[src/hdl/tlvd_pkg.sv]
// Shared types and constants for the TLV record deframer.
`timescale 1ns / 1ps

package tlvd_pkg;

	localparam int LENGTH_BITS_DEF = 16;
	localparam int QUEUE_DEPTH_DEF = 2;
	localparam int LEN_W = 16;

	// Length byte escapes
	localparam logic [7:0] LEN_LONG1 = 8'h81;
	localparam logic [7:0] LEN_LONG2 = 8'h82;

	// Result kinds
	localparam logic [1:0] KIND_VALUE     = 2'd0;
	localparam logic [1:0] KIND_EMPTY     = 2'd1;
	localparam logic [1:0] KIND_TRUNC_HDR = 2'd2;
	localparam logic [1:0] KIND_TRUNC_VAL = 2'd3;

	typedef struct packed {
		logic [1:0]       kind;
		logic [7:0]       value_byte;
		logic [7:0]       record_tag;
		logic             last_of_record;
		logic [LEN_W-1:0] record_length;
	} rec_t;

endpackage

[src/hdl/tlv_record_deframer_unit.sv]
// Top level of the TLV record deframer.
`timescale 1ns / 1ps

// Splits a byte stream into tag-length-value records.
// Slave side: one buffer byte per beat on s_tdata, s_tlast on the final
// byte of the buffer. Each record is a tag byte, a length byte (0x81 and
// 0x82 escape to one or two big-endian length bytes), then the value.
// Master side: one result beat per value byte, or one beat for an empty
// record or a truncated record. m_tuser carries the result kind, m_tlast
// marks the final beat of a record (also on every truncation result).
// Tag and length bytes normally give no result beat.
// Throughput: one input beat per cycle while the queue is not full; the
// parser is a phase register, tag and length registers and a LENGTH_BITS
// down-counter, updated on every accepted beat. Each result is written into
// the queue when its input beat is taken and is presented from the queue head.
// Results sit in a QUEUE_DEPTH-entry queue; when the receiver stalls the
// queue fills and s_tready drops only once it is full, so the parser keeps
// taking beats until then.
// Reset (arst_n low) returns the parser to waiting for a tag, clears the
// held tag and length, and empties the queue.
module tlv_record_deframer_unit #(
	parameter int LENGTH_BITS = tlvd_pkg::LENGTH_BITS_DEF,
	parameter int QUEUE_DEPTH = tlvd_pkg::QUEUE_DEPTH_DEF
) (
	input  logic        clk,
	input  logic        arst_n,
	input  logic        s_tvalid,
	output logic        s_tready,
	input  logic [7:0]  s_tdata,   // [7:0] byte_in
	input  logic        s_tlast,   // frame_end
	output logic        m_tvalid,
	input  logic        m_tready,
	output logic [31:0] m_tdata,   // [7:0] value_byte, [15:8] record_tag, [31:16] record_length
	output logic [1:0]  m_tuser,   // [1:0] kind
	output logic        m_tlast    // last_of_record
);

	logic           push;
	logic           q_not_full;
	tlvd_pkg::rec_t f_rec;
	tlvd_pkg::rec_t q_rec;

	// front: header parse and byte classification
	tlvd_front #(
		.LENGTH_BITS(LENGTH_BITS)
	) u_front (
		.clk        (clk),
		.arst_n     (arst_n),
		.beat_valid (s_tvalid),
		.beat_data  (s_tdata),
		.beat_last  (s_tlast),
		.queue_ready(q_not_full),
		.push       (push),
		.rec        (f_rec)
	);

	// queue decouples parser from receiver stalls
	tlvd_fifo #(
		.DEPTH(QUEUE_DEPTH)
	) u_fifo (
		.clk      (clk),
		.arst_n   (arst_n),
		.push     (push),
		.push_rec (f_rec),
		.not_full (q_not_full),
		.pop_valid(m_tvalid),
		.pop_ready(m_tready),
		.pop_rec  (q_rec)
	);

	assign s_tready = q_not_full;
	assign m_tdata  = {q_rec.record_length, q_rec.record_tag, q_rec.value_byte};
	assign m_tuser  = q_rec.kind;
	assign m_tlast  = q_rec.last_of_record;

endmodule

[src/hdl/tlvd_front.sv]
// Front end: header parser and value byte classifier.
`timescale 1ns / 1ps

module tlvd_front #(
	parameter int LENGTH_BITS = tlvd_pkg::LENGTH_BITS_DEF
) (
	input  logic              clk,
	input  logic              arst_n,
	input  logic              beat_valid,
	input  logic [7:0]        beat_data,
	input  logic              beat_last,
	input  logic              queue_ready,
	output logic              push,
	output tlvd_pkg::rec_t    rec
);

	localparam int LB = LENGTH_BITS;

	typedef enum logic [5:0] {
		PH_TAG   = 6'b000001,
		PH_LEN   = 6'b000010,
		PH_LEN1  = 6'b000100,
		PH_HI    = 6'b001000,
		PH_LO    = 6'b010000,
		PH_VALUE = 6'b100000
	} phase_t;

	phase_t          ph_q, ph_d;
	logic [7:0]      tag_q, tag_d;
	logic [LB-1:0]   len_q, len_d;
	logic [LB-1:0]   rem_q, rem_d, rem_dec;
	logic [15:0]     b16, hi16;
	logic            accept, done, cut, clr, emit;
	logic [1:0]      kind;
	logic [7:0]      vb;
	logic            last;

	assign accept  = beat_valid & queue_ready;
	assign b16     = {8'h00, beat_data};
	assign hi16    = {beat_data, 8'h00};
	assign rem_dec = rem_q - {{(LB-1){1'b0}}, 1'b1};

	always_comb begin
		ph_d  = ph_q;
		tag_d = tag_q;
		len_d = len_q;
		rem_d = rem_q;
		done  = 1'b0;
		cut   = 1'b0;
		clr   = 1'b0;
		emit  = 1'b0;
		kind  = tlvd_pkg::KIND_VALUE;
		vb    = 8'h00;
		last  = 1'b0;
		unique case (ph_q)
			PH_TAG: begin
				tag_d = beat_data;
				len_d = '0;
				rem_d = '0;
				ph_d  = PH_LEN;
				cut   = beat_last;
			end
			PH_LEN: begin
				if (beat_data == tlvd_pkg::LEN_LONG2) begin
					ph_d = PH_HI;
					cut  = beat_last;
				end else if (beat_data == tlvd_pkg::LEN_LONG1) begin
					ph_d = PH_LEN1;
					cut  = beat_last;
				end else begin
					len_d = b16[LB-1:0];
					done  = 1'b1;
				end
			end
			PH_LEN1: begin
				len_d = b16[LB-1:0];
				done  = 1'b1;
			end
			PH_HI: begin
				len_d = hi16[LB-1:0];
				ph_d  = PH_LO;
				cut   = beat_last;
			end
			PH_LO: begin
				len_d = len_q | b16[LB-1:0];
				done  = 1'b1;
			end
			PH_VALUE: begin
				rem_d = rem_dec;
				emit  = 1'b1;
				vb    = beat_data;
				if (rem_dec == '0) begin
					last = 1'b1;
					clr  = 1'b1;
				end else if (beat_last) begin
					kind = tlvd_pkg::KIND_TRUNC_VAL;
					last = 1'b1;
					clr  = 1'b1;
				end
			end
			default: begin
				clr = 1'b1;
			end
		endcase
		// length complete: open the value or close the record
		if (done) begin
			if (len_d == '0) begin
				emit = 1'b1;
				kind = tlvd_pkg::KIND_EMPTY;
				last = 1'b1;
				clr  = 1'b1;
			end else if (beat_last) begin
				emit = 1'b1;
				kind = tlvd_pkg::KIND_TRUNC_HDR;
				last = 1'b1;
				clr  = 1'b1;
			end else begin
				rem_d = len_d;
				ph_d  = PH_VALUE;
			end
		end
		if (cut) begin
			emit = 1'b1;
			kind = tlvd_pkg::KIND_TRUNC_HDR;
			last = 1'b1;
			clr  = 1'b1;
		end
	end

	always_ff @(posedge clk or negedge arst_n) begin
		if (!arst_n) begin
			ph_q  <= PH_TAG;
			tag_q <= 8'h00;
			len_q <= '0;
			rem_q <= '0;
		end else if (accept) begin
			tag_q <= tag_d;
			if (clr) begin
				ph_q  <= PH_TAG;
				len_q <= '0;
				rem_q <= '0;
			end else begin
				ph_q  <= ph_d;
				len_q <= len_d;
				rem_q <= rem_d;
			end
		end
	end

	assign push               = accept & emit;
	assign rec.kind           = kind;
	assign rec.value_byte     = vb;
	assign rec.record_tag     = tag_d;
	assign rec.last_of_record = last;
	assign rec.record_length  = tlvd_pkg::LEN_W'(len_d);

	a_rem_nonzero: assert property (@(posedge clk) disable iff (!arst_n)
		(ph_q == PH_VALUE) |-> (rem_q != '0))
		else $error("value phase with no bytes remaining");
	a_tag_clean: assert property (@(posedge clk) disable iff (!arst_n)
		(ph_q == PH_TAG) |-> (len_q == '0 && rem_q == '0))
		else $error("stale length at tag phase");
	a_end_to_tag: assert property (@(posedge clk) disable iff (!arst_n)
		(accept && beat_last) |=> (ph_q == PH_TAG))
		else $error("frame end did not return to tag phase");
	a_trunc_last: assert property (@(posedge clk) disable iff (!arst_n)
		(push && rec.kind != tlvd_pkg::KIND_VALUE) |-> rec.last_of_record)
		else $error("non-value result without record end");

endmodule

[src/hdl/tlvd_fifo.sv]
// Result queue between the parser front end and the output side.
`timescale 1ns / 1ps

module tlvd_fifo #(
	parameter int DEPTH = tlvd_pkg::QUEUE_DEPTH_DEF
) (
	input  logic            clk,
	input  logic            arst_n,
	input  logic            push,
	input  tlvd_pkg::rec_t  push_rec,
	output logic            not_full,
	output logic            pop_valid,
	input  logic            pop_ready,
	output tlvd_pkg::rec_t  pop_rec
);

	localparam int PW = (DEPTH > 1) ? $clog2(DEPTH) : 1;
	localparam int CW = $clog2(DEPTH + 1);
	localparam logic [PW-1:0] LAST_PTR = PW'(DEPTH - 1);
	localparam logic [CW-1:0] FULL_CNT = CW'(DEPTH);

	tlvd_pkg::rec_t  mem_q [DEPTH];
	logic [PW-1:0]   wr_q, rd_q;
	logic [CW-1:0]   cnt_q;
	logic            pop;

	assign not_full  = (cnt_q != FULL_CNT);
	assign pop_valid = (cnt_q != '0);
	assign pop       = pop_valid & pop_ready;
	assign pop_rec   = mem_q[rd_q];

	always_ff @(posedge clk) begin
		if (push) begin
			mem_q[wr_q] <= push_rec;
		end
	end

	always_ff @(posedge clk or negedge arst_n) begin
		if (!arst_n) begin
			wr_q  <= '0;
			rd_q  <= '0;
			cnt_q <= '0;
		end else begin
			if (push) begin
				wr_q <= (wr_q == LAST_PTR) ? '0 : wr_q + 1'b1;
			end
			if (pop) begin
				rd_q <= (rd_q == LAST_PTR) ? '0 : rd_q + 1'b1;
			end
			if (push && !pop) begin
				cnt_q <= cnt_q + 1'b1;
			end else if (pop && !push) begin
				cnt_q <= cnt_q - 1'b1;
			end
		end
	end

	a_no_overflow: assert property (@(posedge clk) disable iff (!arst_n)
		push |-> not_full)
		else $error("push into full queue");
	a_cnt_range: assert property (@(posedge clk) disable iff (!arst_n)
		cnt_q <= FULL_CNT)
		else $error("queue count out of range");
	a_held_head: assert property (@(posedge clk) disable iff (!arst_n)
		(pop_valid && !pop_ready) |=> (pop_valid && $stable(rd_q)))
		else $error("queue head moved while stalled");

endmodule

[config.mk]
export PLATFORM = sky130hd
export DESIGN_NAME = tlv_record_deframer_unit
export DESIGN_NICKNAME = d
export VERILOG_FILES = /design/src/hdl/tlvd_pkg.sv /design/src/hdl/tlv_record_deframer_unit.sv /design/src/hdl/tlvd_front.sv /design/src/hdl/tlvd_fifo.sv
export SDC_FILE = /design/constraint.sdc
export NUM_CORES = 1
export LEC_CHECK = 0
export ABC_CLOCK_PERIOD_IN_PS = 4900
export BUFFER_PORTS_ARGS = -buffer_cell sky130_fd_sc_hd__buf_4
export CAP_MARGIN = 20
export CELL_PAD_IN_SITES_DETAIL_PLACEMENT = 0
export CELL_PAD_IN_SITES_GLOBAL_PLACEMENT = 1
export CORE_MARGIN = 2
export CORE_UTILIZATION = 45
export DETAILED_ROUTE_END_ITERATION = 16
export PLACE_DENSITY = 0.77
export SETUP_SLACK_MARGIN = 0.15
export SYNTH_ARGS = -nofsm -noshare
export SYNTH_HDL_FRONTEND = slang
export SYNTH_SLANG_ARGS = --single-unit
[constraint.sdc]
create_clock -name clk -period 4.9 [get_ports clk]
set_input_delay 0.735 -clock clk [delete_from_list [all_inputs] [get_ports clk]]
set_output_delay 0.735 -clock clk [all_outputs]
set_load 0.01 [all_outputs]
== Word-level counts from Yosys, hierarchy flattened ==
Memory sizes are Yosys's and may differ from the RTL's.
Index checks and enable logic that the tools add are counted.

* Register bits after elaboration: 50
* Memory bits (writable): 70
* Bits of input ports: 13
* Output and inout bits: 37
* Logic and storage cells: 91
* Memories kept: 1

{| class="wikitable"
|+ Memories
! name !! depth !! width !! rd ports !! clocked after memory_dff !! wr ports !! RTL line !! text
|-
| u_fifo.mem_q || 2 || 35 || 1 || 0 || 1 || tlvd_fifo.sv:22 || <nowiki>tlvd_pkg::rec_t mem_q [DEPTH];</nowiki>
|}

* Add/sub/neg operators: 5
* Equal/unequal tests: 9
* Multiplexer cells: 54
* Bitwise logic cells: 4
* Reductions and logical operators: 11

{| class="wikitable"
|+ Operator list
! operator !! number
|-
| 16-bit two-way mux || 7
|-
| 16-bit case mux with 5 select lines || 1
|-
| 6-bit two-way mux || 6
|-
| 16-bit logical NOT || 2
|-
| 16-bit case mux with 2 select lines || 1
|-
| 1-bit two-way mux || 24
|-
| 2-bit two-way mux || 9
|-
| 6-bit case mux with 3 select lines || 1
|-
| 8-bit equality test (second input constant) || 2
|-
| 8-bit two-way mux || 2
|-
| 16-bit by 8-bit bitwise OR with 16-bit output || 1
|-
| 16-bit by 1-bit subtractor with 16-bit output (second input constant) || 1
|-
| 6-bit by 1-bit equality test with 1-bit output (second input constant) || 1
|-
| 6-bit by 2-bit equality test with 1-bit output (second input constant) || 1
|-
| 6-bit by 3-bit equality test with 1-bit output (second input constant) || 1
|-
| 6-bit by 4-bit equality test with 1-bit output (second input constant) || 1
|-
| 6-bit by 5-bit equality test with 1-bit output (second input constant) || 1
|-
| 6-bit equality test (second input constant) || 1
|-
| 1-bit case mux with 2 select lines || 3
|-
| 5-bit OR reduction || 1
|-
| 2-bit nonzero test || 2
|-
| 2-bit OR reduction || 2
|-
| 1-bit bitwise AND || 3
|-
| 1-bit adder (second input constant) || 2
|-
| other kinds (5) || 7
|}

== Longest topological paths before layout ==
* Depth after elaboration: 13
* Mapped depth: 13
* Gate-level depth less buffers: 11

== Modules after synthesis ==
From an unflattened synthesis, not the netlist that was laid out.

* Cell total of the unflattened synthesis: 530
* Area, all modules: 6216.0 sq um

{| class="wikitable"
|+ By module, submodules not included
! module !! instances !! cells each !! area an instance (sq um) !! sequential area each (sq um)
|-
| tlvd_front || 1 || 405 || 3350.7 || 1152.4
|-
| tlvd_fifo || 1 || 125 || 2865.2 || 2202.1
|}

== Worst setup path before layout ==
Ideal clock, no wire load.

* Path type: input -> register
* Start point: input s_tdata[3]
* End point: memory u_fifo.mem_q[0][0] (netlist bit), enable pin
* Library setup time: 427 ps
* Arrival time: 3837 ps
* Required time: 4473 ps
* Setup slack: 636 ps
* Stages: 7
* Path buffers: 0
* Cell sequence: nor3_2 -> nand3_1 -> o221a_2 -> a2111oi_4 -> and2_1 -> o221ai_1 -> nor2_1

* Longest elaborated chain between the ends: 11
* Elaborated cells between the ends (all ways): 19
* Those cells by class: eq/ne: 2; mux: 14; bitwise: 2; reduce/logical: 1

{| class="wikitable"
|+ Ends and longest elaborated chain
! item !! RTL line !! text
|-
| start: declaration || tlv_record_deframer_unit.sv:29 || <nowiki>input logic [7:0] s_tdata,</nowiki>
|-
| 8-bit equality test || tlvd_front.sv:67 || <nowiki>end else if (beat_data == tlvd_pkg::LEN_LONG1) begin</nowiki>
|-
| 16-bit two-way mux || tlvd_front.sv:67 ||
|-
| 16-bit two-way mux || tlvd_front.sv:64 || <nowiki>if (beat_data == tlvd_pkg::LEN_LONG2) begin</nowiki>
|-
| 16-bit case mux with 5 select lines || tlvd_front.sv:55 || <nowiki>unique case (ph_q)</nowiki>
|-
| 16-bit logical NOT || tlvd_front.sv:107 || <nowiki>if (len_d == '0) begin</nowiki>
|-
| 1-bit two-way mux || tlvd_front.sv:107 ||
|-
| 1-bit two-way mux || tlvd_front.sv:106 || <nowiki>if (done) begin</nowiki>
|-
| 1-bit two-way mux (*) || tlvd_front.sv:122 || <nowiki>if (cut) begin</nowiki>
|-
| 1-bit bitwise AND (*) || tlvd_front.sv:150 || <nowiki>assign push = accept & emit;</nowiki>
|-
| 1-bit two-way mux (*) || tlvd_fifo.sv:33 || <nowiki>if (push) begin</nowiki>
|-
| 1-bit two-way mux (implied by the code) (*) || tlvd_fifo.sv:34 || <nowiki>mem_q[wr_q] <= push_rec;</nowiki>
|-
| end: declaration || tlvd_fifo.sv:22 ||
|}

Mark *: on every way between the ends. The rest lies on a longest branch, timed or not.

== Worst setup path in the final report ==
* Start point: register u_front.ph_q[3]
* End point: memory u_fifo.mem_q[1][18] (netlist bit), enable pin

* Longest elaborated chain between the ends: 9
* Elaborated cells between the ends (all ways): 20
* Those cells by class: eq/ne: 6; mux: 10; bitwise: 1; reduce/logical: 3

{| class="wikitable"
|+ Ends and longest elaborated chain
! item !! RTL line !! text
|-
| start: declaration || tlvd_front.sv:28 || <nowiki>phase_t ph_q, ph_d;</nowiki>
|-
| start signal: assignment || tlvd_front.sv:143 || <nowiki>ph_q <= ph_d;</nowiki>
|-
| 6-bit by 5-bit equality test with 1-bit output, or another cell as far along || tlvd_front.sv:55 ||
|-
| 16-bit case mux with 5 select lines or 1-bit two-way mux (tied branches) || tlvd_front.sv:55 ||
|-
| 16-bit logical NOT or 1-bit two-way mux (tied branches) || tlvd_front.sv:107, tlvd_front.sv:112 ||
|-
| 1-bit two-way mux || tlvd_front.sv:107 ||
|-
| 1-bit two-way mux || tlvd_front.sv:106 ||
|-
| 1-bit two-way mux (*) || tlvd_front.sv:122 ||
|-
| 1-bit bitwise AND (*) || tlvd_front.sv:150 ||
|-
| 1-bit two-way mux (*) || tlvd_fifo.sv:33 ||
|-
| 1-bit two-way mux (implied by the code) (*) || tlvd_fifo.sv:34 ||
|}

Marks and branches as above.

==> flow_metrics.py <==
metrics = {
    "die": {
        "rows": 42,
        "io_pins": 50,
        "core-area_um2": 13300,
        "die-area_um2": 14600,
        "die_width_um": 121,
        "chipHeight_um": 121,
        "start_util_pct": 46.1,
    },
    "finish": {
        "nFillCells": 1143,
        "layout-area-overhead-vs-synth_pct": 18.3,
        "n_antenna_cell": 0,
        "nets": 620,
        "final_layout_size_suffix_gt1_share_pct": 23.3,
        "regArea_um2": 3350,
        "multi_input_area_um2": 2560,
    },
    "placed_design": {
        "hpwl_um": 10700,
        "place_congestion": 0.980,
        "port-buffer-count": 49,
        "dpl_worst_slack_ns": 1.14,
    },
    "critical_path": {
        "start_kind": "flop",
        "cp.required_ns": 4.95,
        "cpLargestDelayFamily": "simple AND/OR/NAND/NOR gates",
        "cp.arrival_ns": 3.58,
        "crit_path_max_fanout": 35,
        "reg2reg_slack_ns": 1.37,
        "reg2reg_to": "u_fifo.mem_q[1][18]",
        "crit_chain": "nor2_1, and4b_1, a221oi_4, nand2_4, and2_1, o221ai_1, nor2_2, buf_4",
        "critPathKind": "flop to flop",
        "reg2reg_from": "u_front.ph_q[3]",
        "critPathBufInv": 1,
        "path_depth": 8,
        "end_kind": "flop",
        "cp_slowest_cell": "and4b_1",
        "r2r_cells": 8,
        "max_stage_delay_ns": 0.68,
        "cp-endpoint": "u_fifo.mem_q[1][18]",
        "startpoint": "u_front.ph_q[3]",
    },
    "run": {
        "cap_violations": 0,
    },
    "drt": {
        "wl_met2_um": 7140,
        "met3WireLength_um": 1040,
        "vias": 4591,
        "final_antenna_net_count": 0,
        "viasPerCell": 5.79,
        "wl_per_cell_um": 19.5,
        "drcViolationCount": 0,
        "met1_length_um": 7060,
        "drtIter0Drc": 441,
        "first_pass_iters": 6,
        "top_layer": "met4",
        "drt-total-wl_um": 15500,
    },
    "logic_synthesis": {
        "ys_types": 71,
        "synth_flop_cell": "edfxtp_1",
        "ys_ff_latch": 120,
        "avgSynthCellArea_um2": 10.9,
        "yosysWarnings": 0,
        "synth-edff-count": 70,
        "syn_inst": 564,
        "synth_fp_nets": 580,
        "seq_area_frac_synth_pct": 54.7,
        "ys_async_sr_fraction_pct": 41.7,
        "syn_area_um2": 6130,
    },
    "sta": {
        "final.min_clock_period_ns": 3.53,
        "post-route-period-util_pct": 72.1,
        "postLayoutSetupSlackWorst_ns": 1.37,
        "tightest_slew_ns": 0.916,
        "hold_slack_ns": 0.337,
        "fin_skew_ns": 0.00697,
        "slew_headroom_pct": 38.8,
        "fin_tns_setup_ns": 0,
        "hold_viol_final": 0,
        "rsz0062_at_grt": "no",
        "fmax_ghz": 0.283,
        "slew_viol_final": 0,
        "setup_viol": 0,
    },
    "clocking": {
        "clkTransAtPathRegs_ns": 0.06,
        "cts-root-buf": "clkbuf_16",
        "h-tree-depth": 4,
        "cts_made_buffers": 17,
        "cts_tree": "built",
        "cts.sinks": 120,
        "insertion_delay_ns": 0.42,
        "cts_hold_buffers": 0,
        "cts_buffer_depth": 2,
        "post-cts-setup-buffers": 0,
        "ctsResizeCount": 0,
    },
    "pwr": {
        "ir_worst_vdd_uv": 343,
        "p_sw_mw": 1.34,
        "clkPwrFrac_pct": 32.9,
        "power.share.sequential_pct": 33.7,
        "power_density_nw_per_um2": 552,
        "p_int_mw": 2.66,
        "leakage_nw": 2.95,
        "switching_share_pct": 33.5,
        "combPwrFrac_pct": 33.5,
    },
    "global_route": {
        "antenna_found_initial": 0,
        "grtUsageTotal_pct": 22.3,
        "grt_pass1_wl_um": 24400,
        "grt_pass1_vias": 4322,
        "grt_max_degree": 51,
        "overflow": 0,
    },
    "worst_hold_path": {
        "hold_path_class": "input port to asynchronous set/reset pin",
    },
    "run_status": {
        "status": "finished, final reports clean",
    },
}
[synthesized netlist by cell type, types with 8 or more instances]
library cell | instances | area, um^2
o31ai_1 | 10 | 75.1
nor3_1 | 15 | 75.1
a22oi_1 | 8 | 60.1
o21ai_0 | 25 | 125
nand4_1 | 8 | 50.1
inv_1 | 16 | 60.1
nor2_1 | 29 | 109
edfxtp_1 | 70 | 2100
a22o_1 | 10 | 87.6
nor4_1 | 9 | 56.3
clkbuf_1 | 22 | 82.6
mux2_2 | 35 | 394
a21oi_1 | 14 | 70.1
dfrtp_1 | 49 | 1230
and3_1 | 9 | 56.3
buf_2 | 11 | 55.1
nand2_1 | 103 | 387
[worst min-delay path by stage]
stage          slack, ns          endpoint        startpoint  depth (start not counted)
6_report            0.34   u_fifo.cnt_q[1]            arst_n                          1
5_1_grt             0.39       u_fifo.rd_q            arst_n                          1
4_1_cts             0.38   u_fifo.cnt_q[1]            arst_n                          1
3_5_place_dp        0.46       u_fifo.rd_q       u_fifo.rd_q                          1
3_3_place_gp        0.46  u_front.tag_q[3]  u_front.tag_q[3]                          2
2_1_floorplan       0.44   u_fifo.cnt_q[0]            arst_n                          0
[through the flow]
step	util [%]	power [mW]	cell area, um^2	cells
3_5_place_dp	49.8	2.70	6630	761
5_1_grt	54.5	4.20	7250	793
3_3_place_gp	49.8	2.68	6630	761
4_1_cts	54.5	4.02	7250	793
6_report	54.5	4.00	7250	793
2_1_floorplan	-	2.25	6130	564
[area by class of cell]
| cell class | instances | share of cell area (%) |
|---|---|---|
| Clock buffer | 20 | 6.16 |
| Clock inverter | 12 | 2.40 |
| Inverter | 16 | 0.829 |
| Multi-Input combinational cell | 391 | 35.3 |
| Sequential cell | 120 | 46.3 |
| Tap cell | 176 | 3.04 |
| Timing Repair Buffer | 58 | 6.01 |
[power groups by stage]
stage	Combinational [mW]	Sequential, mW	Clock [mW]
2_1_floorplan	0.900	1.35	0
3_3_place_gp	1.33	1.36	0
3_5_place_dp	1.33	1.37	0
4_1_cts	1.34	1.35	1.33
5_1_grt	1.45	1.37	1.38
6_report	1.34	1.35	1.32
[logic make-up after synthesis]
logic type      count (synthesis)  share of synthesized area, %
xor+xnor                       11                          1.57
flops                         120                          54.7
simple gates                  212                          16.6
compound gates                127                          15.9
buf+inv                        53                          3.66
mux                            38                          6.92
fa+ha+maj                       3                         0.613
[metal layers]
| layer | up-vias | GRT usage (%) |
|---|---|---|
| met5 | - | 0 |
| met4 | 0 | 7.85 |
| met3 | 20 | 5.05 |
| met2 | 174 | 34.0 |
| met1 | 2231 | 31.5 |
| li1 | 2166 | - |
[placed cells by master, fill, tap and decap left out, types with 7 or more instances in the layout]
cell	instances
a21oi_1	14
nor3_1	15
nand2_1	102
nor4_1	9
dfrtp_1	49
clkbuf_16	17
nor2_1	27
a22o_1	10
and3_1	9
a31oi_1	7
edfxtp_1	70
a22oi_1	8
nand4_1	8
buf_4	58
mux2_2	35
inv_1	16
o211ai_1	7
o31ai_1	10
o21ai_0	25
[sequential cells by signal, summed over array words and instances (netlist names)]
signal and count:
u_fifo.rd_q 1, u_front.ph_q 6, u_fifo.wr_q 1, u_fifo.cnt_q 2, u_front.tag_q 8, u_front.len_q 16
u_front.rem_q 16, u_fifo.mem_q 70
(Power assumes the default switching activity.)
